File: config.mk
export PLATFORM = sky130hd
export DESIGN_NAME = segment_polygon_crossing
export DESIGN_NICKNAME = d
export VERILOG_FILES = /design/src/hw/rtl/spc_pkg.sv /design/src/hw/rtl/spc_mac.sv /design/src/hw/rtl/segment_polygon_crossing.sv
export SDC_FILE = /design/constraint.sdc
export NUM_CORES = 1
export LEC_CHECK = 0
export BUFFER_PORTS_ARGS = -buffer_cell sky130_fd_sc_hd__buf_2
export CAP_MARGIN = 20
export CORE_MARGIN = 2
export CORE_UTILIZATION = 45
export DETAILED_ROUTE_END_ITERATION = 16
export HOLD_SLACK_MARGIN = 0.06
export PLACE_DENSITY = 0.71
export SLEW_MARGIN = 20
export SYNTH_ARGS = -nofsm -noshare
export SYNTH_HDL_FRONTEND = slang
export SYNTH_SLANG_ARGS = --single-unit
File: constraint.sdc
create_clock -name clk -period 10 [get_ports clk]
set_clock_uncertainty 0.2 [all_clocks]
set_input_delay 1 -clock clk [delete_from_list [all_inputs] [get_ports clk]]
set_output_delay 1 -clock clk [all_outputs]
set_load 0.02 [all_outputs]
File: src/hw/rtl/spc_pkg.sv
// Shared types, constants and state encoding for segment_polygon_crossing.
// No dependencies; used by spc_mac and segment_polygon_crossing.
`default_nettype none

package spc_pkg;

  // Coordinate format is fixed by the item fields.
  localparam int COORD_BITS = 16;
  localparam int DIFF_W     = COORD_BITS + 1;      // coordinate difference
  localparam int PROD_W     = 2 * DIFF_W;          // exact product
  localparam int SUM_W      = PROD_W + 1;          // exact product difference
  localparam int HITS_W     = 11;                  // reported hit count width

  localparam int MAX_EDGES_DEF = 1024;
  localparam int MANY_HITS     = 4;                // this many hits or more: crossing

  localparam int          STEP_W    = 4;
  localparam logic [STEP_W-1:0] LAST_STEP = STEP_W'(8);

  typedef struct packed {
    logic signed [COORD_BITS-1:0] query_ax;
    logic signed [COORD_BITS-1:0] query_ay;
    logic signed [COORD_BITS-1:0] query_bx;
    logic signed [COORD_BITS-1:0] query_by;
    logic signed [COORD_BITS-1:0] edge_ax;
    logic signed [COORD_BITS-1:0] edge_ay;
    logic signed [COORD_BITS-1:0] edge_bx;
    logic signed [COORD_BITS-1:0] edge_by;
    logic                         touch_mode;
    logic                         last_edge;
  } edge_item_t;

  typedef struct packed {
    logic              crossing;
    logic [HITS_W-1:0] touch_hits;
  } result_t;

  typedef enum logic [1:0] {
    S_IDLE,
    S_RUN,
    S_UPDATE
  } state_t;

  // Control of the shared multiply / subtract unit.
  typedef struct packed {
    logic mul;   // load product register
    logic keep;  // move product into first-term register
  } mac_ctl_t;

  // Sign of first-term minus product.
  typedef struct packed {
    logic neg;
    logic zero;
  } sign_t;

endpackage

`default_nettype wire

File: src/hw/rtl/spc_mac.sv
// Shared 17x17 signed multiplier with product difference and sign output.
// Depends on spc_pkg.
`default_nettype none

module spc_mac (
  input  wire logic                             clk,
  input  wire spc_pkg::mac_ctl_t                ctl,
  input  wire logic signed [spc_pkg::DIFF_W-1:0] a,
  input  wire logic signed [spc_pkg::DIFF_W-1:0] b,
  output spc_pkg::sign_t                        sgn
);
  import spc_pkg::*;

  logic signed [PROD_W-1:0] prod;
  logic signed [PROD_W-1:0] mreg;
  logic signed [PROD_W-1:0] first;
  logic signed [SUM_W-1:0]  diff;

  assign prod = a * b;

  always_ff @(posedge clk) begin
    if (ctl.mul) begin
      mreg <= prod;
    end
    if (ctl.keep) begin
      first <= mreg;
    end
  end

  // cross = first - second product
  assign diff     = SUM_W'(first) - SUM_W'(mreg);
  assign sgn.neg  = diff[SUM_W-1];
  assign sgn.zero = (diff == '0);

endmodule

`default_nettype wire

File: src/hw/rtl/segment_polygon_crossing.sv
// Top level of segment_polygon_crossing: sequencer, hit counting, result register.
// Depends on spc_pkg and spc_mac.
//
//  channel | valid         | stall         | payload              | direction
//  --------+---------------+---------------+----------------------+----------
//  edge    | edge_valid    | edge_stall    | edge_data (edge_item_t) | into block
//  result  | result_valid  | result_stall  | result_data (result_t)  | out of block
//
// Each edge item is accepted, then runs on the shared 17x17 multiplier
//   (eight products of the four turn tests, one drain step), then updates.
// The multiplier is the block's only multiplier; it sets the item time.
// Reset clears the sequencer, hit count, strict flag and result valid.
// A last edge waits in update while the result register is still full and stalled.
// edge_stall is high from acceptance until the update finishes.
`default_nettype none

module segment_polygon_crossing #(
  parameter int MAX_EDGES = spc_pkg::MAX_EDGES_DEF
) (
  input  wire logic                clk,
  input  wire logic                rst,
  input  wire logic                edge_valid,
  output logic                     edge_stall,
  input  wire spc_pkg::edge_item_t edge_data,
  output logic                     result_valid,
  input  wire logic                result_stall,
  output spc_pkg::result_t         result_data
);
  import spc_pkg::*;

  localparam int CNT_W = $clog2(MAX_EDGES + 1);
  localparam logic [CNT_W-1:0] CNT_MAX = CNT_W'(MAX_EDGES);

  state_t            state;
  state_t            state_next;
  logic [STEP_W-1:0] step;
  edge_item_t        cur;
  logic [CNT_W-1:0]  hit_count;
  logic              strict_seen;
  logic [3:0]        turn_neg;
  logic [3:0]        turn_zero;

  mac_ctl_t          ctl;
  sign_t             sgn;
  logic              accept;
  logic              eval;
  logic              commit;
  logic              out_free;
  logic [1:0]        op_turn;
  logic [1:0]        eval_turn;

  // turn(P, Q, R) operands
  logic signed [DIFF_W-1:0] px, py, qx, qy, rx, ry;
  logic signed [DIFF_W-1:0] op_a, op_b;

  logic             p1_le0, p1_lt0, p2_le0, p2_lt0;
  logic             touch_hit, strict_hit;
  logic [CNT_W-1:0] hit_next;
  logic             strict_next;
  logic             crossing;

  assign accept    = edge_valid && !edge_stall;
  assign out_free  = !result_valid || !result_stall;
  assign op_turn   = step[2:1];
  assign eval_turn = 2'(step[3:1] - 3'd1);

  // ---------------------------------------------------------------------------
  // Sequencer: next state
  // ---------------------------------------------------------------------------
  always_comb begin
    state_next = state;
    case (state)
      S_IDLE: begin
        if (accept) state_next = S_RUN;
      end
      S_RUN: begin
        if (step == LAST_STEP) state_next = S_UPDATE;
      end
      S_UPDATE: begin
        if (commit) state_next = S_IDLE;
      end
      default: state_next = S_IDLE;
    endcase
  end

  // ---------------------------------------------------------------------------
  // Sequencer: outputs
  // Even steps multiply (Qx-Px)*(Ry-Qy), odd steps (Qy-Py)*(Rx-Qx).
  // Odd steps park the even product; even steps from 2 on read the turn sign.
  // ---------------------------------------------------------------------------
  always_comb begin
    edge_stall = (state != S_IDLE);
    ctl.mul    = (state == S_RUN) && (step < LAST_STEP);
    ctl.keep   = (state == S_RUN) && step[0];
    eval       = (state == S_RUN) && !step[0] && (step != '0);
    commit     = (state == S_UPDATE) && (!cur.last_edge || out_free);
  end

  // Turn order: edge line vs query B, edge line vs query A,
  // query line vs edge B, query line vs edge A.
  always_comb begin
    if (op_turn[1]) begin
      px = DIFF_W'(cur.query_ax);
      py = DIFF_W'(cur.query_ay);
      qx = DIFF_W'(cur.query_bx);
      qy = DIFF_W'(cur.query_by);
      rx = op_turn[0] ? DIFF_W'(cur.edge_ax) : DIFF_W'(cur.edge_bx);
      ry = op_turn[0] ? DIFF_W'(cur.edge_ay) : DIFF_W'(cur.edge_by);
    end else begin
      px = DIFF_W'(cur.edge_ax);
      py = DIFF_W'(cur.edge_ay);
      qx = DIFF_W'(cur.edge_bx);
      qy = DIFF_W'(cur.edge_by);
      rx = op_turn[0] ? DIFF_W'(cur.query_ax) : DIFF_W'(cur.query_bx);
      ry = op_turn[0] ? DIFF_W'(cur.query_ay) : DIFF_W'(cur.query_by);
    end
    if (step[0]) begin
      op_a = qy - py;
      op_b = rx - qx;
    end else begin
      op_a = qx - px;
      op_b = ry - qy;
    end
  end

  spc_mac u_mac (
    .clk (clk),
    .ctl (ctl),
    .a   (op_a),
    .b   (op_b),
    .sgn (sgn)
  );

  // ---------------------------------------------------------------------------
  // Hit decision from the four turn signs
  // ---------------------------------------------------------------------------
  always_comb begin
    p1_le0 = turn_zero[0] || turn_zero[1] || (turn_neg[0] ^ turn_neg[1]);
    p1_lt0 = !turn_zero[0] && !turn_zero[1] && (turn_neg[0] ^ turn_neg[1]);
    p2_le0 = turn_zero[2] || turn_zero[3] || (turn_neg[2] ^ turn_neg[3]);
    p2_lt0 = !turn_zero[2] && !turn_zero[3] && (turn_neg[2] ^ turn_neg[3]);
    touch_hit  = p1_le0 && p2_le0;
    strict_hit = p1_lt0 && p2_lt0;

    hit_next = hit_count;
    if (touch_hit && (hit_count < CNT_MAX)) begin
      hit_next = hit_count + CNT_W'(1);
    end
    strict_next = strict_seen || strict_hit;

    // touch mode: any hit; else one or many hits cross, two or three need strict
    if (cur.touch_mode) begin
      crossing = (hit_next != '0);
    end else if (hit_next == '0) begin
      crossing = 1'b0;
    end else if ((hit_next == CNT_W'(1)) || (int'(hit_next) >= MANY_HITS)) begin
      crossing = 1'b1;
    end else begin
      crossing = strict_next;
    end
  end

  // ---------------------------------------------------------------------------
  // Registers
  // ---------------------------------------------------------------------------
  always_ff @(posedge clk) begin
    if (rst) begin
      state        <= S_IDLE;
      step         <= '0;
      hit_count    <= '0;
      strict_seen  <= 1'b0;
      result_valid <= 1'b0;
    end else begin
      state <= state_next;

      if (state == S_RUN) begin
        step <= step + STEP_W'(1);
      end else begin
        step <= '0;
      end

      // a new result may replace one taken at this same edge
      if (commit && cur.last_edge) begin
        result_valid <= 1'b1;
      end else if (result_valid && !result_stall) begin
        result_valid <= 1'b0;
      end

      if (commit) begin
        if (cur.last_edge) begin
          hit_count    <= '0;
          strict_seen  <= 1'b0;
        end else begin
          hit_count   <= hit_next;
          strict_seen <= strict_next;
        end
      end
    end
  end

  // Payload registers
  always_ff @(posedge clk) begin
    if (accept) begin
      cur <= edge_data;
    end
    if (eval) begin
      turn_neg[eval_turn]  <= sgn.neg;
      turn_zero[eval_turn] <= sgn.zero;
    end
    if (commit && cur.last_edge) begin
      result_data.crossing   <= crossing;
      result_data.touch_hits <= HITS_W'(hit_next);
    end
  end

`ifndef SYNTHESIS
  a_stall_after_accept: assert property (@(posedge clk) disable iff (rst)
    accept |=> edge_stall)
    else $error("edge_stall low right after an accepted item");

  a_result_from_update: assert property (@(posedge clk) disable iff (rst)
    $rose(result_valid) |-> ($past(state) == S_UPDATE) && $past(cur.last_edge))
    else $error("result raised outside the update of a last edge");

  a_count_bound: assert property (@(posedge clk) disable iff (rst)
    int'(hit_count) <= MAX_EDGES)
    else $error("hit count above edge limit");

  a_step_bound: assert property (@(posedge clk) disable iff (rst)
    (state == S_RUN) |-> (step <= LAST_STEP))
    else $error("sequencer step out of range");

  a_no_overwrite: assert property (@(posedge clk) disable iff (rst)
    result_valid && result_stall |=> result_valid && $stable(result_data))
    else $error("stalled result lost or changed");
`endif

endmodule

`default_nettype wire
# [After elaboration in Yosys (flattened, before gate mapping)]
# Index checks and enable logic that the tools add are counted.
[totals] regBits=237 input_bits=134 out_inout_bits=14 wordCells=115
[classes] addsub=8 n_mul=1 order_cmp=5 n_eq_ne=7 mux=28 bitwise_logic=3 reduce_logical=42
[op_table] operator="$mux 17" count=12
[op_table] operator="$sub 17x17->17" count=4
[op_table] operator="$logic_not 35->1" count=1
[op_table] operator="$sub 34x34->35" count=1
[op_table] operator="$mul 17x17->34" count=1
[op_table] operator="$mux 11" count=2
[op_table] operator="$logic_and 1x1->1" count=16
[op_table] operator="$add 11x1->11 const B" count=1
[op_table] operator="$eq 11x1->1 const B" count=1
[op_table] operator="$ge 11x3->1 const B" count=1
[op_table] operator="$logic_not 11->1" count=1
[op_table] operator="$lt 11x11->1 const B" count=1
[op_table] operator="$reduce_bool 11->1" count=1
[op_table] operator="$logic_not 1->1" count=9
[op_table] operator="$bwmux 4" count=2
[op_table] operator="$logic_or 1x1->1" count=8
[op_table] operator="$mux 1" count=7
[op_table] operator="$mux 2" count=3
[op_table] operator="$ne 2x2->1 const B" count=3
[op_table] operator="$pmux 2 s3" count=1
[op_table] operator="$add 4x1->4 const B" count=1
[op_table] operator="$eq 4x4->1 const B" count=1
[op_table] operator="$lt 4x4->1 const B" count=1
[op_table] operator="$reduce_bool 2->1" count=2
[op_table] operator="12 further kinds" count=13

# [Logic depth before layout (Yosys ltp)]
# Gate-level depths: netlist of the first run.
[depth] depth_word=10 ltp_mapped=42 ltp_nobuf=39

# [Modules after synthesis]
# From an unflattened synthesis of the first run, not the netlist that was laid out.
[hier_totals] cells_unflattened=2486 area_unflattened_um2=25523.2
[by_module_without_submodules] mod="spc_mac" instances=1 cells_each=1592 area_per_inst_um2=15132.0 seq_area_each_um2=2042.0
[by_module_without_submodules] mod="segment_polygon_crossing" instances=1 cells_each=894 area_per_inst_um2=10391.2 seq_area_each_um2=4884.7

# [Worst setup path before layout of the first run]
# No wires, ideal clock.
[synth_path] path_kind="register -> register" startpoint="reg step[1]" endpoint="reg u_mac.mreg[31] (data pin)" setup_time_ns=0.261 arrival_ns=9.719 required_ns=9.539 setup_slack_ns=-0.180 stages_incl_launch_ff=39 n_path_buf=3 period_less_slack_ns=10.180 path_cell_list="dfxtp_1 -> clkbuf_1 -> buf_1 -> mux4_2 -> fa_1 -> a21o_1 -> a21oi_1 -> nor2b_1 -> o211a_1 -> o31ai_1 -> nor2b_1 -> xnor2_1 -> nor2_1 -> a21oi_1 -> clkbuf_1 -> nand2_1 -> fa_1 -> inv_1 -> [3 not listed] -> inv_1 -> fa_1 -> fa_1 -> inv_1 -> fa_1 -> inv_1 -> ha_1 -> and3_1 -> a221o_1 -> o22ai_1 -> o31ai_1 -> a21oi_1 -> o311ai_0 -> a21oi_1 -> o21bai_1 -> a21oi_1 -> nor3_1 -> a311o_1"
[synth_via] elab_chain_cells=5 word_cells_on_any_way=10 cone_classes="add/sub (2); mul (1); mux (7)"
[synth_rtl] element="from (decl)" line_no="segment_polygon_crossing.sv:36" source="logic [STEP_W-1:0] step;"
[synth_rtl] element="from (signal assigned)" line_no="segment_polygon_crossing.sv:177" source="step <= step + STEP_W'(1);"
[synth_rtl] element="$mux 17, on equally long branches"
[synth_rtl] element="$mux 17" line_no="segment_polygon_crossing.sv:102" source="if (op_turn[1]) begin"
[synth_rtl] element="$sub 17x17->17, on equally long branches" line_no="segment_polygon_crossing.sv:122, segment_polygon_crossing.sv:119"
[synth_rtl] element="$mux 17 (*)" line_no="segment_polygon_crossing.sv:117" source="if (step[0]) begin"
[synth_rtl] element="$mul 17x17->34 (*)" line_no="spc_mac.sv:19" source="assign prod = a * b;"
[synth_rtl] element="net u_mac.prod[31]" line_no="spc_mac.sv:14" source="logic signed [PROD_W-1:0] prod;"
[synth_rtl] element="to (signal assigned)" line_no="spc_mac.sv:23" source="mreg <= prod;"
[synth_rtl] element="to (decl)" line_no="spc_mac.sv:15" source="logic signed [PROD_W-1:0] mreg;"
# Mark *: on every way through the listed nets, which the timed path passes. The rest lies on a longest branch.
# A chain may end at the register's enable or synchronous reset.

# [Final worst setup path of the first run]
[layout_path] startpoint="reg step[2]" endpoint="reg u_mac.mreg[25] (data pin)"
[layout_via] elab_chain_cells=4 word_cells_on_any_way=13 cone_classes="add/sub (4); mul (1); mux (8)"
[layout_rtl] element="$mux 17" line_no="segment_polygon_crossing.sv:102"
[layout_rtl] element="$sub 17x17->17, on equally long branches"
[layout_rtl] element="$mux 17" line_no="segment_polygon_crossing.sv:117"
[layout_rtl] element="$mul 17x17->34 (*)" line_no="spc_mac.sv:19"
[layout_rtl] element="net u_mac.prod[25]" line_no="spc_mac.sv:14"
# Marked as above.

==> impl_metrics.tcl, run 1 <==
set metrics [dict create \
    clk_buf_depth 3 \
    finalHoldViolations 0 \
    edff_count_synth 218 \
    hold-worst-slack_ns 0.2442 \
    yosysTopAreaCell "sky130_fd_sc_hd__edfxtp_1" \
    post_synthesis_cells 2413 \
    detailedRoute.firstPassIterationCount 6 \
    cp-startpoint "step[2]" \
    tightestPinTransition_ns 1.113 \
    clk_root_buffer_cell "sky130_fd_sc_hd__clkbuf_16" \
    arrival_time_of_data_at_the_critical_path_endpoint_ns 9.70 \
    synth.top_cells.by_count "419 x sky130_fd_sc_hd__inv_1, 301 x sky130_fd_sc_hd__fa_1, 218 x sky130_fd_sc_hd__edfxtp_1" \
    synth_cell_types 83 \
    buffer_ports.inserted 147 \
    place_area_um2 26780 \
    synth_top_cells_by_area "sky130_fd_sc_hd__edfxtp_1 26%, sky130_fd_sc_hd__fa_1 24%, sky130_fd_sc_hd__ha_1 9.3%, sky130_fd_sc_hd__inv_1 6.3%, sky130_fd_sc_hd__mux2i_1 3.1%" \
    ios 148 \
    crit_fanout 16 \
    timing.max_cap.violations 0 \
    globalRouteOverflowTotal 0 \
    gp_congestion 0.9544 \
    crit_path_start_kind "register" \
    fin_crit_period_ns 9.599 \
    placed_cells 3256 \
    dpl_hpwl_um 49440 \
    timing.critical_path.slowest_cell_delay_ns 0.55 \
    tritoncts.num_buffers 25 \
    grt_antenna_before_repair 0 \
    finalNetCount 3215 \
    remaining_drc_errors 0 \
    status "finished clean" \
    final_cells 3317 \
    stdcell_area_um2 27890 \
    finalMaxSlewViolations 0 \
    routed-via-count 18090 \
    fraction_of_layout_instances_using_a_drive_strength_above_1_pct 13.97 \
    finalSetupViolations 0 \
    criticalPathCategory "reg -> reg" \
    ff_latch_count_synth 237 \
    max_slew_margin_pct 23.70 \
    placeable_core_area_um2 54880 \
    grt_pass1_vias 19230 \
    area_delta_synth_final_pct 11.89 \
    first_pass_grt_wire_length_um 99820 \
    setup.worst_path.end_class "register" \
    worst_r2r_startpoint "step[2]" \
    clkSlewWorstSetupHoldPaths_ns 0.06 \
    die_h_um 239.4 \
    postSynth.asyncResetShare_pct 0 \
    worst_path_dominant_cell_family "adder cells" \
    min-delay-start "u_mac.mreg[4]" \
    gr-usage-all-layers_pct 22.03 \
    syn-cell-area_um2 24930 \
    critical_path.slowest_cell "sky130_fd_sc_hd__fa_1" \
    crit_cells 39 \
    r2r_cells 39 \
    initial_utilization_pct 45.42 \
    mappedNetlistNets 3034 \
    multiInputGateArea_um2 16320 \
    die_area_um2 57290 \
    cts_hold_repair.buffers 0 \
    cts_tree "yes" \
    synth.top_cell.area_share_pct 26.26 \
    min_delay_path_depth 0 \
    required_time_reported_for_the_critical_path_endpoint_ns 10.10 \
    share_of_the_clock_period_used_by_the_worst_path_after_layout_pct 95.99 \
    critical_path.n_buffers_inverters 9 \
    nFillCells 4904 \
    synth_ff_type "sky130_fd_sc_hd__edfxtp_1" \
    ys.warnings.count 0 \
    synth_sequential_area_ratio_pct 27.79 \
    cts_htree_levels 1 \
    worst_skew_pair.late_latency_ns 0.55 \
    sequential_cell_area_um2 6935 \
    cts.sinks 237 \
    detail_route.vias_per_cell 5.453 \
    path_type_of_the_worst_min_delay_path "reg -> reg" \
    fp-row-count 86 \
    routed_wire_length_per_instance_um 18.54 \
    top_count_cell_post_synth "sky130_fd_sc_hd__inv_1" \
    totalWireLength_um 61490 \
    postRouteAntennaNets 0 \
    grt_max_degree 84 \
    max_freq_mhz 104.2 \
    syn_avg_cell_area_um2 10.33 \
    drt_iter0_drc 1107 \
    die_w_um 239.4 \
    antenna-diode-count 0 \
]
[sequential cells by signal (all words and copies together), names as in the netlist, 2 cells and up]
| register | flops |
|---|---|
| cur | 130 |
| hit_count | 11 |
| result_data | 12 |
| state | 2 |
| step | 4 |
| turn_neg | 4 |
| turn_zero | 4 |
| u_mac.first | 34 |
| u_mac.mreg | 34 |
[per-stage QoR]
stage,TNS (ns),util (%),setup slack (ns)
3_5_place_dp,-0.06335,48.79,-0.06335
3_3_place_gp,0,48.79,0.1930
2_1_floorplan,0,-,0.06290
5_1_grt,-0.05619,50.82,-0.03096
4_1_cts,0,50.29,0.008267
6_report,0,50.82,0.4013
[layer usage]
| metal | track usage [%] | part of all wire [%] | wire (um) | vias up |
|---|---|---|---|---|
| met4 | 6.155 | 2.6 | 1621 | 0 |
| met1 | 28.80 | 43 | 26400 | 9043 |
| met5 | 0 | 0 | 0 | - |
| met3 | 2.443 | 5.1 | 3150 | 105 |
| li1 | - | - | - | 8397 |
| met2 | 38.75 | 49 | 30320 | 543 |
[cells in the final DEF (no fill, tap or decap), drive strengths merged, types with 14 or more instances in the layout]
cell type	Yosys	layout
inv	420	421
fa	301	301
buf	19	221
edfxtp	218	218
nand2	199	199
ha	186	186
nor2	184	184
a21oi	105	105
mux2i	76	76
o21ai	74	74
xnor2	70	70
nor2b	44	44
a21o	38	38
xor2	37	37
and2	36	36
nand2b	34	34
nor3	34	34
clkbuf	49	33
mux4	32	32
o21a	25	25
dfxtp	19	19
nand3	15	15
mux2	14	14
[worst paths after layout]
kind	end	slack, ns
max	u_mac.mreg[25]	0.40
min	u_mac.first[4]	0.24
max reg2reg	u_mac.mreg[25]	0.40
min reg2reg	u_mac.first[4]	0.24
[what timing repair did]
action | 4_1_cts | 5_1_grt
endpoints found under the setup margin | 1 | 9
gates resized for setup | 2 | 37
buffers inserted | 0 | 15
pin swaps | 0 | 9
[logic make-up (layout without fill, tap and decap cells)]
| group | Yosys count | after routing | synth area share, % |
|---|---|---|---|
| compound gates | 362 | 362 | 9.553 |
| xor+xnor | 107 | 107 | 3.760 |
| simple gates | 610 | 610 | 11.40 |
| buf+inv | 488 | 688 | 7.414 |
| fa+ha+maj | 487 | 487 | 33.51 |
| flops | 237 | 237 | 27.79 |
| mux | 122 | 122 | 6.576 |
[area by class of cell]
cell class,count,area share (%)
clock inverter,14,0.4845
clock buffer,32,2.450
timing repair buffer,222,4.863
multi-input combinational,1688,58.52
tap,704,3.158
inverter,420,5.653
sequential,237,24.87
Power of run 1 is not shown: default switching activity piles up to over one toggle a cycle in this logic, so the estimate is an artifact.
==> inputs of run 2 (changes only) <==
- clock period: 10 -> 7.99 ns (I/O delays scaled with it)
==> run 2 against run 1 <==
  * The run now ends with setup timing left
  * Critical path depth is 4 lower
  * Utilization rose by 7.4 points
  * Count of clock-buffer cells in the layout decreased by 1
  * Wire length is 5.7% higher
  * Cell area increased by 15%
  * Worst setup slack got worse by 1.4 ns
  * Via count rose by 7.5%
  * Final cell count increased by 12%
  * Critical path type unchanged
  * Highest routed layer unchanged
==> impl_metrics.tcl, run 2 (synthesis results as in run 1) <==
set metrics [dict create \
    routed-via-count 19440 \
    initial_utilization_pct 45.42 \
    detailedRoute.firstPassIterationCount 6 \
    critical_path.slowest_cell "sky130_fd_sc_hd__fa_1" \
    first_pass_grt_wire_length_um 104900 \
    layout_common_cells "414 x sky130_fd_sc_hd__buf_4, 386 x sky130_fd_sc_hd__inv_1, 287 x sky130_fd_sc_hd__fa_1" \
    nFillCells 4416 \
    worst_skew_pair.late_latency_ns 0.55 \
    gr-usage-all-layers_pct 22.99 \
    ios 148 \
    die_w_um 239.4 \
    criticalPathCategory "reg -> reg" \
    grt_pass1_vias 20880 \
    grt_max_degree 89 \
    crit_fanout 5 \
    fp-row-count 86 \
    postRouteAntennaNets 0 \
    finalMaxSlewViolations 0 \
    totalWireLength_um 64980 \
    finalNetCount 3598 \
    required_time_reported_for_the_critical_path_endpoint_ns 8.09 \
    gp_congestion 0.9345 \
    failed_checks "setup timing" \
    die_area_um2 57290 \
    remaining_drc_errors 0 \
    setup.worst_path.end_class "register" \
    path_type_of_the_worst_min_delay_path "in -> reg" \
    detail_route.vias_per_cell 5.252 \
    routed_wire_length_per_instance_um 17.56 \
    regMostFlops "cur" \
    timing.critical_path.slowest_cell_delay_ns 0.52 \
    tritoncts.num_buffers 26 \
    buffer_ports.inserted 147 \
    drt_iter0_drc 1193 \
    tightestPinTransition_ns 1.071 \
    fin_crit_period_ns 8.989 \
    finalHoldViolations 0 \
    die_h_um 239.4 \
    clk_root_buffer_cell "sky130_fd_sc_hd__clkbuf_16" \
    cts.sinks 237 \
    cts_tree "yes" \
    clkSlewWorstSetupHoldPaths_ns 0.06 \
    cts_htree_levels 1 \
    area_delta_synth_final_pct 28.19 \
    setup_ws_ns -0.9991 \
    max_slew_margin_pct 28.58 \
    globalRouteOverflowTotal 0 \
    arrival_time_of_data_at_the_critical_path_endpoint_ns 9.09 \
    fraction_of_layout_instances_using_a_drive_strength_above_1_pct 31.56 \
    cts_hold_repair.buffers 0 \
    placed_cells 3579 \
    finalSetupViolations 16 \
    timing.max_cap.violations 0 \
    share_of_the_clock_period_used_by_the_worst_path_after_layout_pct 112.5 \
    hold-worst-slack_ns 0.2175 \
    number_of_flip_flops_under_the_largest_register_name 130 \
    crit_path_start_kind "register" \
    grt_antenna_before_repair 0 \
    max_freq_mhz 111.2 \
    reg_top3 "cur x130, u_mac.first x34, u_mac.mreg x34" \
    status "complete, but fails checks" \
    antenna-diode-count 0 \
    final_cells 3701 \
    dpl_hpwl_um 52370 \
    rsz0062_at_grt "true" \
    mostFrequentLayoutCell "sky130_fd_sc_hd__buf_4" \
    clk_buf_depth 3 \
    placeable_core_area_um2 54880 \
]
-- run 2: per-layer routing --
metal | vias up | wire, um | track usage [%]
met5 | - | 0 | 0
li1 | 9181 | - | -
met4 | 0 | 2185 | 7.254
met3 | 140 | 3231 | 2.996
met2 | 522 | 32540 | 40.92
met1 | 9594 | 27030 | 29.02
-- run 2: what timing repair did --
| item | CTS | global route |
|---|---|---|
| endpoints found under the setup margin | 22 | 23 |
| pin swaps | 92 | 76 |
| gates resized for setup | 153 | 148 |
| buffers inserted | 48 | 32 |
-- run 2: path summary, 6_finish.rpt --
check	start	to	slack (ns)	depth (start not counted)
max reg2reg	cur[18]	u_mac.mreg[31]	-1.0	35
max	cur[18]	u_mac.mreg[31]	-1.0	35
min reg2reg	u_mac.mreg[20]	u_mac.first[20]	0.25	0
min	edge_data[34]	cur[34]	0.22	1
-- run 2: worst max-delay path: cells and delay by family (launching register included) --
kind | cells | cell delay (ns)
adder cells (fa/ha/maj) | 9 | 3.71
AO/OA/AOI/OAI | 15 | 2.84
AND/OR/NAND/NOR | 4 | 0.62
multiplexers | 1 | 0.50
buffers and inverters | 6 | 0.46
flip-flops | 1 | 0.41
-- run 2: final cells by class --
class / count / area (um^2) / share of cell area, %
clock inverter: 17 / 162.7 / 0.5091
timing repair buffer: 604 / 4374 / 13.69
inverter: 420 / 1577 / 4.934
tap: 704 / 880.8 / 2.757
multi-input combinational: 1688 / 17350 / 54.31
clock buffer: 31 / 669.4 / 2.095
sequential: 237 / 6935 / 21.71
-- run 2: through the flow --
| step | util (%) | worst slack [ns] | area (um^2) | TNS (ns) |
|---|---|---|---|---|
| after detailed placement | 53.44 | -1.388 | 29330 | -16.70 |
| after floorplan | - | -0.9426 | 25180 | -7.561 |
| final | 58.22 | -0.9991 | 31950 | -10.43 |
| after CTS | 56.72 | -0.9580 | 31130 | -9.311 |
| after global placement | 53.44 | -1.230 | 29330 | -14.55 |
| after global routing | 58.22 | -1.352 | 31950 | -16.86 |
Power of run 2 is left out for the same reason.
==> inputs of run 3 (changes only) <==
- ABC_AREA: default -> 1
==> run 3 against run 2 <==
  * The flow still finishes with violations (setup timing)
  * Sequential share of layout area shrank 0.23 points
  * Flip-flop and latch count is the same
  * First-iteration DRC count grew 27%
  * Synthesized cell count grew 21%
  * Maximum frequency grew 10%
  * Worst setup slack gained 0.81 ns
  * Area after synthesis grew 1.9%
  * Worst hold slack gained 0.00091 ns
  * Critical path type unchanged
==> impl_metrics.tcl, run 3 <==
set metrics [dict create \
    r2r_cells 37 \
    dpl_hpwl_um 55140 \
    required_time_reported_for_the_critical_path_endpoint_ns 8.05 \
    area_delta_synth_final_pct 27.14 \
    share_of_the_clock_period_used_by_the_worst_path_after_layout_pct 102.3 \
    cts.sinks 237 \
    failed_checks "setup timing" \
    criticalPathCategory "reg -> reg" \
    hold-worst-slack_ns 0.2185 \
    reg_top3 "cur x130, u_mac.first x34, u_mac.mreg x34" \
    finalSetupViolations 8 \
    totalWireLength_um 69010 \
    clk_root_buffer_cell "sky130_fd_sc_hd__clkbuf_16" \
    grt_antenna_before_repair 0 \
    setup_ws_ns -0.1843 \
    clkSlewWorstSetupHoldPaths_ns 0.07 \
    synth_simple_gate_area_share_pct 15.59 \
    detail_route.vias_per_cell 5.093 \
    ios 148 \
    buffer_ports.inserted 147 \
    post_synthesis_cells 2924 \
    final_core_utilization_pct 57.60 \
    synth_top_cells_by_area "sky130_fd_sc_hd__edfxtp_1 26%, sky130_fd_sc_hd__fa_1 24%, sky130_fd_sc_hd__inv_1 9.6%, sky130_fd_sc_hd__ha_1 9.2%, sky130_fd_sc_hd__nand2_1 8.3%" \
    cts_htree_levels 1 \
    max_slew_margin_pct 34.85 \
    synth_mux_area_share_pct 0.3941 \
    synth_compound_area_share_pct 10.25 \
    gp_congestion 0.9423 \
    mostFrequentLayoutCell "sky130_fd_sc_hd__inv_1" \
    edff_count_synth 218 \
    globalRouteOverflowTotal 0 \
    regMostFlops "cur" \
    finalHoldViolations 0 \
    finalNetCount 4083 \
    drt_iter0_drc 1514 \
    arrival_time_of_data_at_the_critical_path_endpoint_ns 8.24 \
    syn_avg_cell_area_um2 8.686 \
    stdcell_area_um2 32290 \
    remaining_drc_errors 0 \
    post-place-ws_ns -0.4702 \
    grt_max_degree 84 \
    die_area_um2 58360 \
    postSynth.asyncResetShare_pct 0 \
    tritoncts.num_buffers 25 \
    first_pass_grt_wire_length_um 107200 \
    crit_path_start_kind "register" \
    gr-usage-all-layers_pct 22.58 \
    place_area_um2 29630 \
    die_h_um 241.6 \
    grt_pass1_vias 21520 \
    layout_common_cells "602 x sky130_fd_sc_hd__inv_1, 527 x sky130_fd_sc_hd__nand2_1, 379 x sky130_fd_sc_hd__buf_4" \
    number_of_flip_flops_under_the_largest_register_name 130 \
    postRouteAntennaNets 0 \
    synth.top_cell.area_share_pct 25.77 \
    critical_path.slowest_cell "sky130_fd_sc_hd__fa_1" \
    setup.worst_path.end_class "register" \
    min_delay_path_depth 1 \
    post_synth_fa_ha_maj_area_fraction_pct 32.89 \
    mappedNetlistNets 3545 \
    synth_ff_type "sky130_fd_sc_hd__edfxtp_1" \
    cts_tree "yes" \
    detailedRoute.firstPassIterationCount 7 \
    antenna-diode-count 0 \
    placeable_core_area_um2 56060 \
    worst_path_dominant_cell_family "adder cells" \
    synth_sequential_area_ratio_pct 27.27 \
    ys.warnings.count 0 \
    worst_skew_pair.late_latency_ns 0.55 \
    initial_utilization_pct 45.31 \
    yosysTopAreaCell "sky130_fd_sc_hd__edfxtp_1" \
    synth_cell_types 60 \
    synth_top_family_by_area "adder cells" \
    path_type_of_the_worst_min_delay_path "in -> reg" \
    finalMaxSlewViolations 0 \
    routed-via-count 21580 \
    fraction_of_layout_instances_using_a_drive_strength_above_1_pct 26.43 \
    status "complete, but fails checks" \
    rsz0062_at_grt "true" \
    synthXorXnorAreaFrac_pct 2.754 \
    crit_cells 37 \
    routed_wire_length_per_instance_um 16.29 \
    fin_crit_period_ns 8.174 \
    tightestPinTransition_ns 0.9773 \
    worst_path_most_repeated_cell "sky130_fd_sc_hd__inv_2" \
    ff_latch_count_synth 237 \
    syn-cell-area_um2 25400 \
    synth.top_cells.by_count "647 x sky130_fd_sc_hd__inv_1, 563 x sky130_fd_sc_hd__nand2_1, 301 x sky130_fd_sc_hd__fa_1" \
    top_count_cell_post_synth "sky130_fd_sc_hd__inv_1" \
    max_freq_mhz 122.3 \
    crit_fanout 9 \
    timing.critical_path.slowest_cell_delay_ns 0.57 \
    timing.max_cap.violations 0 \
    clk_buf_depth 3 \
    critical_path.n_buffers_inverters 10 \
    fp-row-count 87 \
    die_w_um 241.6 \
]
==> run 3: changes by cell type after synthesis, sizes merged, moves of 40 or more <==
cell | previous run | this run
a21oi | 105 | 148
inv | 420 | 652
mux2i | 76 | 10
nand2 | 199 | 575
nand3 | 15 | 67
nor2 | 184 | 260
nor2b | 44 | 0
o21ai | 74 | 155
xnor2 | 70 | 30
==> run 3: logic make-up (layout without fill, tap and decap cells) <==
group,count (synthesis),after routing
buffers and inverters,717,1274
AND/OR/NAND/NOR,966,966
multiplexers,10,10
XOR/XNOR,79,79
AO/OA/AOI/OAI,428,428
flip-flops,237,237
adder cells (fa/ha/maj),487,487
==> run 3: per-stage QoR <==
stage	cells	setup TNS (ns)
2_1_floorplan	2924	-0.009945
3_3_place_gp	4125	-2.415
3_5_place_dp	4125	-4.150
4_1_cts	4188	0
5_1_grt	4237	-5.648
6_report	4237	-0.6866
==> run 3: routing by layer <==
layer | vias up | track usage [%] | routed length [um]
met2 | 780 | 39.06 | 33550
met1 | 10330 | 29.66 | 28800
met4 | 0 | 7.033 | 2379
met5 | - | 0 | 0
li1 | 10330 | - | -
met3 | 130 | 2.642 | 4288
==> run 3: worst paths after layout <==
kind                       start               to  slack, ns
setup / recovery         step[2]   u_mac.mreg[33]      -0.18
hold / removal     edge_data[85]          cur[85]       0.22
setup reg to reg         step[2]   u_mac.mreg[33]      -0.18
hold reg to reg   u_mac.mreg[12]  u_mac.first[12]       0.24
==> run 3: timing repair <==
action                                  in CTS  in global routing
endpoints found under the setup margin      16                 18
gates cloned                                 1                  4
pin swaps                                   54                131
buffers inserted                            17                 45
hold buffers                                 0                  0
resized for setup                          123                227
==> run 3: area by class of cell <==
cell class,instances,area (um^2)
Multi-Input combinational cell,1970,16820
Clock inverter,12,116.4
Timing Repair Buffer,569,4279
Clock buffer,34,690.7
Fill cell,4711,23770
Tap cell,756,945.9
Inverter,659,2502
Sequential cell,237,6934
Power of run 3 is left out for the same reason.
